==> src/change_detector_rate_mode_assert.svh <==
// ----------------------------------------------------------------------------
// change detector assertion macros
// concurrent assertion wrappers, empty when SYNTHESIS is defined
// ----------------------------------------------------------------------------
`ifndef CHANGE_DETECTOR_RATE_MODE_ASSERT_SVH
`define CHANGE_DETECTOR_RATE_MODE_ASSERT_SVH

`ifndef SYNTHESIS
// same-cycle implication
`define CDRM_ASSERT_SAME(lbl, ck, rn, ante, cons) \
	lbl: assert property (@(posedge ck) disable iff (!rn) (ante) |-> (cons)) \
		else $error("cdrm assertion failed");
// next-cycle implication
`define CDRM_ASSERT_NEXT(lbl, ck, rn, ante, cons) \
	lbl: assert property (@(posedge ck) disable iff (!rn) (ante) |=> (cons)) \
		else $error("cdrm assertion failed");
`else
`define CDRM_ASSERT_SAME(lbl, ck, rn, ante, cons)
`define CDRM_ASSERT_NEXT(lbl, ck, rn, ante, cons)
`endif

`endif

==> src/cdrm_pkg.sv <==
// ----------------------------------------------------------------------------
// cdrm_pkg
// shared types and constants of the change detector
// ----------------------------------------------------------------------------
package cdrm_pkg;

	localparam int CH_W       = 4;
	localparam int CH_NUM     = 2 ** CH_W;
	localparam int SMP_W      = 32;
	localparam int PCT_W      = 7;
	localparam int MINB_W     = 16;
	localparam int FCL_W      = 4;
	localparam int STC_W      = 8;
	localparam int IN_DATA_W  = 40;
	localparam int OUT_DATA_W = 8;
	localparam int CFG_IDX_W  = 2;
	localparam int CFG_DATA_W = 16;

	localparam logic [PCT_W-1:0]  RST_PCT  = 7'd10;
	localparam logic [MINB_W-1:0] RST_MINB = 16'd128;
	localparam logic [FCL_W-1:0]  RST_FCL  = 4'd2;
	localparam logic [STC_W-1:0]  RST_STC  = 8'd3;

	localparam logic [STC_W-1:0]  STC_MAX  = 8'd255;

	typedef enum logic {
		OP_SAMPLE = 1'b0,
		OP_EVAL   = 1'b1
	} op_t;

	typedef enum logic [CFG_IDX_W-1:0] {
		REG_BAND_PCT          = 2'd0,
		REG_MIN_BAND          = 2'd1,
		REG_MIN_FAST_CYCLES   = 2'd2,
		REG_STABLE_CHECKS     = 2'd3
	} reg_idx_t;

	typedef enum logic [1:0] {
		TA_NONE    = 2'd0,
		TA_CLAMP   = 2'd1,
		TA_RESTART = 2'd2
	} timer_act_t;

	typedef enum logic {
		MODE_SLOW = 1'b0,
		MODE_FAST = 1'b1
	} mode_t;

	typedef struct packed {
		logic [PCT_W-1:0]  band_pct;
		logic [MINB_W-1:0] min_band;
		logic [FCL_W-1:0]  min_fast_cycles;
		logic [STC_W-1:0]  stable_checks;
	} cfg_t;

	typedef struct packed {
		logic       fast;
		timer_act_t action;
	} mode_res_t;

endpackage

==> src/cdrm_prev_store.sv <==
// ----------------------------------------------------------------------------
// cdrm_prev_store
// per-channel previous value memory with valid bits and write forwarding
// ----------------------------------------------------------------------------
`include "change_detector_rate_mode_assert.svh"

module cdrm_prev_store #(
	parameter int DEPTH = 16,
	parameter int IDX_W = (DEPTH > 1) ? $clog2(DEPTH) : 1
) (
	input  logic                        clk,
	input  logic                        arst_n,
	input  logic                        rd_en,
	input  logic [IDX_W-1:0]            rd_idx,
	input  logic                        wr_en,
	input  logic [IDX_W-1:0]            wr_idx,
	input  logic [cdrm_pkg::SMP_W-1:0]  wr_data,
	output logic [cdrm_pkg::SMP_W-1:0]  rd_data
);

	logic [cdrm_pkg::SMP_W-1:0] mem [DEPTH];
	logic [DEPTH-1:0]           vld_q;
	logic [cdrm_pkg::SMP_W-1:0] rd_data_s1;
	logic                       rd_vld_s1;

	always_ff @(posedge clk) begin
		if (wr_en) begin
			mem[wr_idx] <= wr_data;
		end
	end

	always_ff @(posedge clk or negedge arst_n) begin
		if (!arst_n) begin
			vld_q <= '0;
		end else if (wr_en) begin
			vld_q[wr_idx] <= 1'b1;
		end
	end

	// forward the write of the same edge, otherwise registered read
	always_ff @(posedge clk or negedge arst_n) begin
		if (!arst_n) begin
			rd_vld_s1 <= 1'b0;
		end else if (rd_en) begin
			if (wr_en && (wr_idx == rd_idx)) begin
				rd_vld_s1 <= 1'b1;
			end else begin
				rd_vld_s1 <= vld_q[rd_idx];
			end
		end
	end

	always_ff @(posedge clk) begin
		if (rd_en) begin
			if (wr_en && (wr_idx == rd_idx)) begin
				rd_data_s1 <= wr_data;
			end else begin
				rd_data_s1 <= mem[rd_idx];
			end
		end
	end

	// unwritten entries read as zero
	assign rd_data = rd_vld_s1 ? rd_data_s1 : '0;

	`CDRM_ASSERT_NEXT(a_wr_sets_valid, clk, arst_n, wr_en, vld_q[$past(wr_idx)])

endmodule

==> src/cdrm_band.sv <==
// ----------------------------------------------------------------------------
// cdrm_band
// deadband test of one sample against its channel's previous value
// ----------------------------------------------------------------------------
module cdrm_band (
	input  logic signed [cdrm_pkg::SMP_W-1:0] cur,
	input  logic signed [cdrm_pkg::SMP_W-1:0] prev,
	input  logic                              fast,
	input  cdrm_pkg::cfg_t                    cfg,
	output logic                              hit
);

	localparam int D_W   = cdrm_pkg::SMP_W + 1;
	localparam int PE_W  = cdrm_pkg::PCT_W + 3;
	localparam int RHS_W = cdrm_pkg::SMP_W + PE_W;
	localparam int LHS_W = D_W + PE_W;

	logic signed [D_W-1:0]           diff;
	logic [D_W-1:0]                  absd;
	logic [cdrm_pkg::SMP_W-1:0]      mag;
	logic [PE_W-1:0]                 pct_x;
	logic [PE_W-1:0]                 pct_eff;
	logic [LHS_W-1:0]                dx;
	logic [LHS_W-1:0]                lhs;
	logic [RHS_W-1:0]                rhs;
	logic                            over_pct;
	logic                            over_min;

	// |d| > floor(P/D) is the same as |d|*D > P, so no divider is needed
	always_comb begin
		diff    = D_W'(cur) - D_W'(prev);
		absd    = diff[D_W-1] ? D_W'(-diff) : D_W'(diff);
		mag     = prev[cdrm_pkg::SMP_W-1] ? cdrm_pkg::SMP_W'(-prev)
			: cdrm_pkg::SMP_W'(prev);
		pct_x   = PE_W'(cfg.band_pct);
		pct_eff = fast ? PE_W'((pct_x << 3) - pct_x) : pct_x;
		rhs     = RHS_W'(mag) * RHS_W'(pct_eff);
		dx      = LHS_W'(absd);
		// times 1000 in fast mode, times 100 in slow mode
		lhs     = fast ? ((dx << 10) - (dx << 4) - (dx << 3))
			: ((dx << 6) + (dx << 5) + (dx << 2));
		over_pct = lhs > LHS_W'(rhs);
		over_min = absd > D_W'(cfg.min_band);
		hit      = over_pct && over_min;
	end

endmodule

==> src/cdrm_mode.sv <==
// ----------------------------------------------------------------------------
// cdrm_mode
// slow/fast refresh mode machine run by evaluate items
// ----------------------------------------------------------------------------
`include "change_detector_rate_mode_assert.svh"

module cdrm_mode (
	input  logic                 clk,
	input  logic                 arst_n,
	input  logic                 eval,
	input  logic                 any,
	input  logic                 cycle_sent,
	input  cdrm_pkg::cfg_t       cfg,
	output logic                 fast,
	output cdrm_pkg::mode_res_t  res
);

	cdrm_pkg::mode_t                mode_q, mode_n;
	logic [cdrm_pkg::STC_W-1:0]     stable_q, stable_n, stable_inc;
	logic [cdrm_pkg::FCL_W-1:0]     fcl_q, fcl_n, fcl_dec;
	logic                           leave;
	logic                           clamp;
	logic                           restart;

	always_comb begin
		stable_inc = (stable_q == cdrm_pkg::STC_MAX) ? stable_q : stable_q + 1'b1;
		fcl_dec    = (cycle_sent && (fcl_q != '0)) ? fcl_q - 1'b1 : fcl_q;
		leave      = (fcl_dec == '0) && (stable_inc >= cfg.stable_checks);
		mode_n     = mode_q;
		stable_n   = stable_q;
		fcl_n      = fcl_q;
		if (eval) begin
			if (any) begin
				mode_n   = cdrm_pkg::MODE_FAST;
				stable_n = '0;
				fcl_n    = cfg.min_fast_cycles;
			end else begin
				case (mode_q)
					cdrm_pkg::MODE_FAST: begin
						fcl_n = fcl_dec;
						if (leave) begin
							mode_n   = cdrm_pkg::MODE_SLOW;
							stable_n = '0;
						end else begin
							stable_n = stable_inc;
						end
					end
					default: ;
				endcase
			end
		end
	end

	always_comb begin
		clamp   = any && (mode_q == cdrm_pkg::MODE_SLOW);
		restart = !any && (mode_q == cdrm_pkg::MODE_FAST) && leave;
		fast    = (mode_q == cdrm_pkg::MODE_FAST);
		res.fast = (mode_n == cdrm_pkg::MODE_FAST);
		if (clamp) begin
			res.action = cdrm_pkg::TA_CLAMP;
		end else if (restart) begin
			res.action = cdrm_pkg::TA_RESTART;
		end else begin
			res.action = cdrm_pkg::TA_NONE;
		end
	end

	always_ff @(posedge clk or negedge arst_n) begin
		if (!arst_n) begin
			mode_q   <= cdrm_pkg::MODE_SLOW;
			stable_q <= '0;
			fcl_q    <= '0;
		end else begin
			mode_q   <= mode_n;
			stable_q <= stable_n;
			fcl_q    <= fcl_n;
		end
	end

	`CDRM_ASSERT_NEXT(a_clamp_enters_fast, clk, arst_n, eval && clamp, (mode_q == cdrm_pkg::MODE_FAST) && (fcl_q == $past(cfg.min_fast_cycles)))
	`CDRM_ASSERT_NEXT(a_restart_to_slow, clk, arst_n, eval && restart, (mode_q == cdrm_pkg::MODE_SLOW) && (stable_q == '0))
	`CDRM_ASSERT_NEXT(a_mode_holds_idle, clk, arst_n, !eval, mode_q == $past(mode_q))

endmodule

==> src/change_detector_rate_mode.sv <==
// ----------------------------------------------------------------------------
// change_detector_rate_mode
// percentage deadband change detector with slow/fast refresh mode machine
// ----------------------------------------------------------------------------
// usage
//   s_* stream carries items: tuser is the op (0 sample, 1 evaluate), tlast is
//   last_in_group, tdata packs channel, sample_value, group and cycle_sent
//   m_* stream returns one result per item: out_of_band, fast_mode and
//   timer_action packed in tdata
//   cfg_wen/cfg_idx/cfg_wdata write the four registers, only while idle
// path: an accepted item enters the input register, and its result moves
//   into the result register, which raises m_tvalid, once that is free
// throughput: one item per cycle while m_tready is high; the band test, group
//   flags and mode machine all settle as logic between the two registers
// stall: a waiting result holds in the result register while one more item
//   sits in the input register; s_tready drops only when both are full
// reset: previous values read as zero, slow mode, all group flags and
//   counters clear, registers return to 10, 128, 2 and 3
// ----------------------------------------------------------------------------
module change_detector_rate_mode #(
	parameter int CHANNELS = 16
) (
	input  logic                                clk,
	input  logic                                arst_n,
	input  logic                                s_tvalid,
	output logic                                s_tready,
	// channel[3:0], sample_value[35:4], group[36], cycle_sent[37], zero[39:38]
	input  logic [cdrm_pkg::IN_DATA_W-1:0]      s_tdata,
	// op[0]
	input  logic                                s_tuser,
	input  logic                                s_tlast,
	output logic                                m_tvalid,
	input  logic                                m_tready,
	// out_of_band[0], fast_mode[1], timer_action[3:2], zero[7:4]
	output logic [cdrm_pkg::OUT_DATA_W-1:0]     m_tdata,
	input  logic                                cfg_wen,
	input  logic [cdrm_pkg::CFG_IDX_W-1:0]      cfg_idx,
	input  logic [cdrm_pkg::CFG_DATA_W-1:0]     cfg_wdata
);

	localparam int IW = (CHANNELS > 1) ? $clog2(CHANNELS) : 1;

	// configuration registers
	cdrm_pkg::cfg_t cfg_q;

	always_ff @(posedge clk or negedge arst_n) begin
		if (!arst_n) begin
			cfg_q.band_pct          <= cdrm_pkg::RST_PCT;
			cfg_q.min_band          <= cdrm_pkg::RST_MINB;
			cfg_q.min_fast_cycles   <= cdrm_pkg::RST_FCL;
			cfg_q.stable_checks     <= cdrm_pkg::RST_STC;
		end else if (cfg_wen) begin
			case (cdrm_pkg::reg_idx_t'(cfg_idx))
				cdrm_pkg::REG_BAND_PCT:
					cfg_q.band_pct <= cfg_wdata[cdrm_pkg::PCT_W-1:0];
				cdrm_pkg::REG_MIN_BAND:
					cfg_q.min_band <= cfg_wdata[cdrm_pkg::MINB_W-1:0];
				cdrm_pkg::REG_MIN_FAST_CYCLES:
					cfg_q.min_fast_cycles <= cfg_wdata[cdrm_pkg::FCL_W-1:0];
				cdrm_pkg::REG_STABLE_CHECKS:
					cfg_q.stable_checks <= cfg_wdata[cdrm_pkg::STC_W-1:0];
				default: ;
			endcase
		end
	end

	// channel number wrapped onto the store depth, one constant per code
	logic [IW-1:0] wrap_tab [cdrm_pkg::CH_NUM];

	for (genvar g = 0; g < cdrm_pkg::CH_NUM; g++) begin : g_wrap
		assign wrap_tab[g] = IW'(g % CHANNELS);
	end

	// handshake between input register and result register
	logic v_s1;
	logic ov_q;
	logic adv;
	logic acc;

	assign adv      = v_s1 && (!ov_q || m_tready);
	assign s_tready = !v_s1 || adv;
	assign acc      = s_tvalid && s_tready;
	assign m_tvalid = ov_q;

	always_ff @(posedge clk or negedge arst_n) begin
		if (!arst_n) begin
			v_s1 <= 1'b0;
			ov_q <= 1'b0;
		end else begin
			if (acc) begin
				v_s1 <= 1'b1;
			end else if (adv) begin
				v_s1 <= 1'b0;
			end
			if (adv) begin
				ov_q <= 1'b1;
			end else if (m_tready) begin
				ov_q <= 1'b0;
			end
		end
	end

	// input register payload
	cdrm_pkg::op_t                  op_s1;
	logic [IW-1:0]                  idx_s1;
	logic [cdrm_pkg::SMP_W-1:0]     smp_s1;
	logic                           grp_s1;
	logic                           last_s1;
	logic                           sent_s1;

	always_ff @(posedge clk) begin
		if (acc) begin
			op_s1   <= cdrm_pkg::op_t'(s_tuser);
			idx_s1  <= wrap_tab[s_tdata[3:0]];
			smp_s1  <= s_tdata[35:4];
			grp_s1  <= s_tdata[36];
			last_s1 <= s_tlast;
			sent_s1 <= s_tdata[37];
		end
	end

	logic is_sample;
	logic is_eval;

	assign is_sample = (op_s1 == cdrm_pkg::OP_SAMPLE);
	assign is_eval   = (op_s1 == cdrm_pkg::OP_EVAL);

	// previous value store, read as the item enters, written as it leaves
	logic [cdrm_pkg::SMP_W-1:0] prev;

	cdrm_prev_store #(
		.DEPTH (CHANNELS)
	) u_store (
		.clk     (clk),
		.arst_n  (arst_n),
		.rd_en   (acc),
		.rd_idx  (wrap_tab[s_tdata[3:0]]),
		.wr_en   (adv && is_sample),
		.wr_idx  (idx_s1),
		.wr_data (smp_s1),
		.rd_data (prev)
	);

	// band test uses the mode left by earlier evaluates
	logic mode_fast;
	logic hit;

	cdrm_band u_band (
		.cur  (smp_s1),
		.prev (prev),
		.fast (mode_fast),
		.cfg  (cfg_q),
		.hit  (hit)
	);

	// group exceed flags: running OR, latched on the group's last sample
	logic [1:0] run_q;
	logic [1:0] lat_q;
	logic       run_or;
	logic       any;

	assign run_or = run_q[grp_s1] | hit;
	assign any    = |lat_q;

	always_ff @(posedge clk or negedge arst_n) begin
		if (!arst_n) begin
			run_q <= '0;
			lat_q <= '0;
		end else if (adv && is_sample) begin
			if (last_s1) begin
				lat_q[grp_s1] <= run_or;
				run_q[grp_s1] <= 1'b0;
			end else begin
				run_q[grp_s1] <= run_or;
			end
		end
	end

	// mode machine steps on evaluate items only
	cdrm_pkg::mode_res_t mres;

	cdrm_mode u_mode (
		.clk        (clk),
		.arst_n     (arst_n),
		.eval       (adv && is_eval),
		.any        (any),
		.cycle_sent (sent_s1),
		.cfg        (cfg_q),
		.fast       (mode_fast),
		.res        (mres)
	);

	// result register
	logic                 oob_q;
	logic                 fast_q;
	cdrm_pkg::timer_act_t act_q;

	always_ff @(posedge clk) begin
		if (adv) begin
			if (is_eval) begin
				oob_q  <= any;
				fast_q <= mres.fast;
				act_q  <= mres.action;
			end else begin
				oob_q  <= hit;
				fast_q <= mode_fast;
				act_q  <= cdrm_pkg::TA_NONE;
			end
		end
	end

	assign m_tdata = {4'b0000, act_q, fast_q, oob_q};

endmodule
==> config.mk <==
export PLATFORM = sky130hd
export DESIGN_NAME = change_detector_rate_mode
export DESIGN_NICKNAME = d
export VERILOG_FILES = /design/src/cdrm_pkg.sv /design/src/cdrm_prev_store.sv /design/src/cdrm_band.sv /design/src/cdrm_mode.sv /design/src/change_detector_rate_mode.sv
export VERILOG_INCLUDE_DIRS = /design/src /design/src/src
export SDC_FILE = /design/constraint.sdc
export NUM_CORES = 2
export LEC_CHECK = 0
export BUFFER_PORTS_ARGS = -buffer_cell sky130_fd_sc_hd__buf_2
export CELL_PAD_IN_SITES_DETAIL_PLACEMENT = 1
export CELL_PAD_IN_SITES_GLOBAL_PLACEMENT = 1
export CORE_UTILIZATION = 30
export CTS_CLUSTER_SIZE = 30
export DETAILED_ROUTE_END_ITERATION = 7
export GPL_TIMING_DRIVEN = 0
export PLACE_DENSITY = 0.61
export SYNTH_ARGS = -nofsm -noshare
export SYNTH_HDL_FRONTEND = slang
export SYNTH_SLANG_ARGS = --single-unit
==> constraint.sdc <==
create_clock -name clk -period 14.95 [get_ports clk]
set_input_delay 2.99 -clock clk [delete_from_list [all_inputs] [get_ports clk]]
set_output_delay 2.99 -clock clk [all_outputs]
set_load 0.1 [all_outputs]
==> metrics.txt <==
status=completed; Post-DP HPWL=110.2 mm; Root Driver=clkbuf_16; Fmax=71.09 MHz; Top-Level Pins=75; die width=396.0 µm; Top Layer Used=met4; slowest stage delay, CP=0.62 ns; area delta synth->final=12.72%; hold path depth=1; R2R Path Start=u_store.rd_vld_s1$_DFFE_PN0P_; Tcrit/Tclk final=0.9409; gr ovfl total=0; # port buffers=68; initial antenna violation count=4; Hold WC Path Type=reg2reg; Final Skew=0.02974 ns; dominant synthesized flop cell=edfxtp_1; Yosys reg bits=659; ys async rst share=0.1077; via/cell ratio=5.036; slowest stage cell, crit path=o41ai_1; wire per inst=22.44 µm; die height=396.0 µm; Tot GR Track Use=0.1778; worst-margin pin slew=1.307 ns; reg2reg end=run_q[1]$_DFFE_PN0P_; clk sinks=659; share of layout cells above drive strength 1=0.1303; fin crit period=14.07 ns; hold path endpoint=u_store.vld_q[14]$_DFFE_PN0P_; part of the Yosys area used for sequential elements=0.4174; fin util=0.3408; metal2 WL=67.47 mm; maximum fanout along the worst path=10; clk_lat worst skew=0.63 ns; critical path launch point type=register; CTS tree=yes; CTS clk-pin slew, worst paths=0.06 ns; via count=31287; H-tree depth=3; Pins Over Slew Limit=0; critical path class=reg2reg; crit end category=register; design area=0.05250 mm²; core box area=0.1540 mm²; synthesized area per cell=11.85 µm²; first-pass GRT wire length=210.6 mm; number of fill cells=16857; wl on met1=62.18 mm; EDFF count, synth=588; number of global-route vias before repair=33548; Placer Congestion=0.8777; Slew HR=0.1225; initial DRC count=1916; routed wl met3=5.624 mm; Initial Utilization=0.3024; R2R cell count=44; final wirelength=139.4 mm; final setup fails=0; Final nets=4759; Netlist cell types=93; Mapped Area=0.04658 mm²; R2R setup slack=0.88 ns; Post-Synthesis Cells=3932; # rows=144; largest net degree at the start of global routing=59; die area=0.1568 mm²; worst endpoint required time=15.49 ns; Hold Crit Start=u_store.vld_q[14]$_DFFE_PN0P_; CP Data Arrival Time=14.61 ns; final hold vios=0; Max-cap violations=0; DR DRC count=0; RSZ-0062 raised after global routing=false; drt pass-1 iters=7; cts bufs inserted=72; CP dominant cell by count=fa_1; CTS max path bufs=3; remaining antenna violation count=0; Syn. warnings=0; dpl cell area=0.05013 mm²
[flip-flops by register name, summed over array words and instances, names as in the netlist, 2 cells and up]
| register | cells |
|---|---|
| u_store.rd_data_s1 | 32 |
| idx_s1 | 4 |
| u_store.mem | 512 |
| u_store.vld_q | 16 |
| run_q | 2 |
| smp_s1 | 32 |
| act_q | 2 |
| cfg_q | 35 |
| u_mode.fcl_q | 4 |
| u_mode.stable_q | 8 |
| lat_q | 2 |
[area by class of cell]
class / instances / area [µm²] / area share
clock inverter: 38 / 339.1 / 0.006458
buffer: 139 / 590.6 / 0.01125
clock buffer: 91 / 1914 / 0.03646
antenna: 2 / 5.005 / 0.00009532
tap: 2044 / 2557 / 0.04871
timing repair buffer: 103 / 867.1 / 0.01651
inverter: 467 / 1753 / 0.03339
multi-input combinational: 2670 / 25040 / 0.4768
sequential: 659 / 19440 / 0.3703
[what timing repair did]
item,CTS,global route
cloned,0,0
pin swaps,0,1
gates resized for setup,4,9
endpoints found under the setup margin,5,5
setup buffers,0,4
hold buffers,0,0
[synthesized netlist by cell type, drive strengths merged, types with 10 or more instances]
cell	number	share of area
a211oi	13	0.0022
ha	287	0.077
and2	34	0.0046
edfxtp	588	0.38
nor4	12	0.0017
a21o	96	0.015
nand4	33	0.0044
a21boi	10	0.0017
o21ai	134	0.015
or2	24	0.0032
nand3b	15	0.0024
nand2	331	0.027
mux4	165	0.080
xnor2	95	0.018
mux2i	13	0.0028
nand2b	66	0.0089
a31oi	15	0.0020
o21bai	27	0.0046
nor2	268	0.022
xor2	97	0.018
buf	36	0.0043
inv	465	0.037
and3	25	0.0034
clkbuf	103	0.0083
nor3	40	0.0043
nand3	48	0.0052
a21oi	195	0.022
dfrtp	65	0.035
o211ai	14	0.0023
o31ai	18	0.0029
o21a	24	0.0039
or4	10	0.0017
mux2	66	0.016
fa	295	0.13
nor2b	62	0.0083
or3	11	0.0016
[through the flow]
step / cells / TNS, ns / setup WS, ns / hold slack, ns
finish: 6213 / 0 / 0.8832 / 0.4641
global route: 6211 / 0 / 0.07924 / 0.4750
CTS: 6207 / 0 / 0.2261 / 0.4668
detailed placement: 6078 / -1.040 / -0.2592 / 0.4516
global placement: 6047 / -1.636 / -0.3797 / 0.4456
floorplan: 3935 / 0 / 4.592 / 0.4337
[metal layers]
metal / up-vias / global-route usage
li1: 14283 / -
met1: 16184 / 0.2359
met2: 634 / 0.3022
met3: 186 / 0.02108
met4: 0 / 0.05447
met5: - / 0
[worst max-delay path by stage]
stage	from	to	cells past startpoint	slack, ns
2_1_floorplan	u_store.rd_vld_s1$_DFFE_PN0P_	run_q[1]$_DFFE_PN0P_	44	4.59
3_3_place_gp	u_store.rd_vld_s1$_DFFE_PN0P_	run_q[1]$_DFFE_PN0P_	40	-0.38
3_5_place_dp	u_store.rd_vld_s1$_DFFE_PN0P_	oob_q$_DFFE_PP_	44	-0.26
4_1_cts	u_store.rd_vld_s1$_DFFE_PN0P_	oob_q$_DFFE_PP_	44	0.23
5_1_grt	u_store.rd_vld_s1$_DFFE_PN0P_	run_q[1]$_DFFE_PN0P_	44	0.08
6_report	u_store.rd_vld_s1$_DFFE_PN0P_	run_q[1]$_DFFE_PN0P_	44	0.88
[placed cells by master, fill, tap and decap left out, types with 17 or more instances in the layout]
cell       instances
a21o_1            96
a21oi_1          190
and2_1            33
and3_1            25
buf_2             74
buf_4             18
buf_6             17
clkbuf_1         116
clkbuf_16         73
dfrtp_1           65
edfxtp_1         588
fa_1             295
ha_1             287
inv_1            465
mux2_2            66
mux4_2           165
nand2_1          330
nand2b_1          65
nand3_1           48
nand4_1           33
nor2_1           256
nor2b_1           62
nor3_1            36
o21a_1            24
o21ai_0          123
o21bai_1          26
o31ai_1           17
or2_2             24
xnor2_1           88
xor2_1            93
[kinds of logic (layout without fill, tap and decap cells)]
kind of cell | Yosys count | after routing | synth area share
flops | 659 | 659 | 0.4174
xor+xnor | 192 | 192 | 0.03610
fa+ha+maj | 582 | 582 | 0.2039
simple gates | 997 | 997 | 0.1013
other cells | 1 | 6 | 0.00008051
compound gates | 651 | 651 | 0.09246
mux | 244 | 244 | 0.09853
buf+inv | 606 | 838 | 0.05026
[critical path: cells and delay by family, from the launching register on]
kind	cells	cell delay (ns)
flops	1	0.42
buf+inv	9	2.30
compound gates	15	4.24
fa+ha+maj	8	3.65
xor+xnor	2	0.71
simple gates	10	2.59
Power is not shown: default switching activity piles up to over one toggle a cycle in this logic, so the estimate is an artifact.
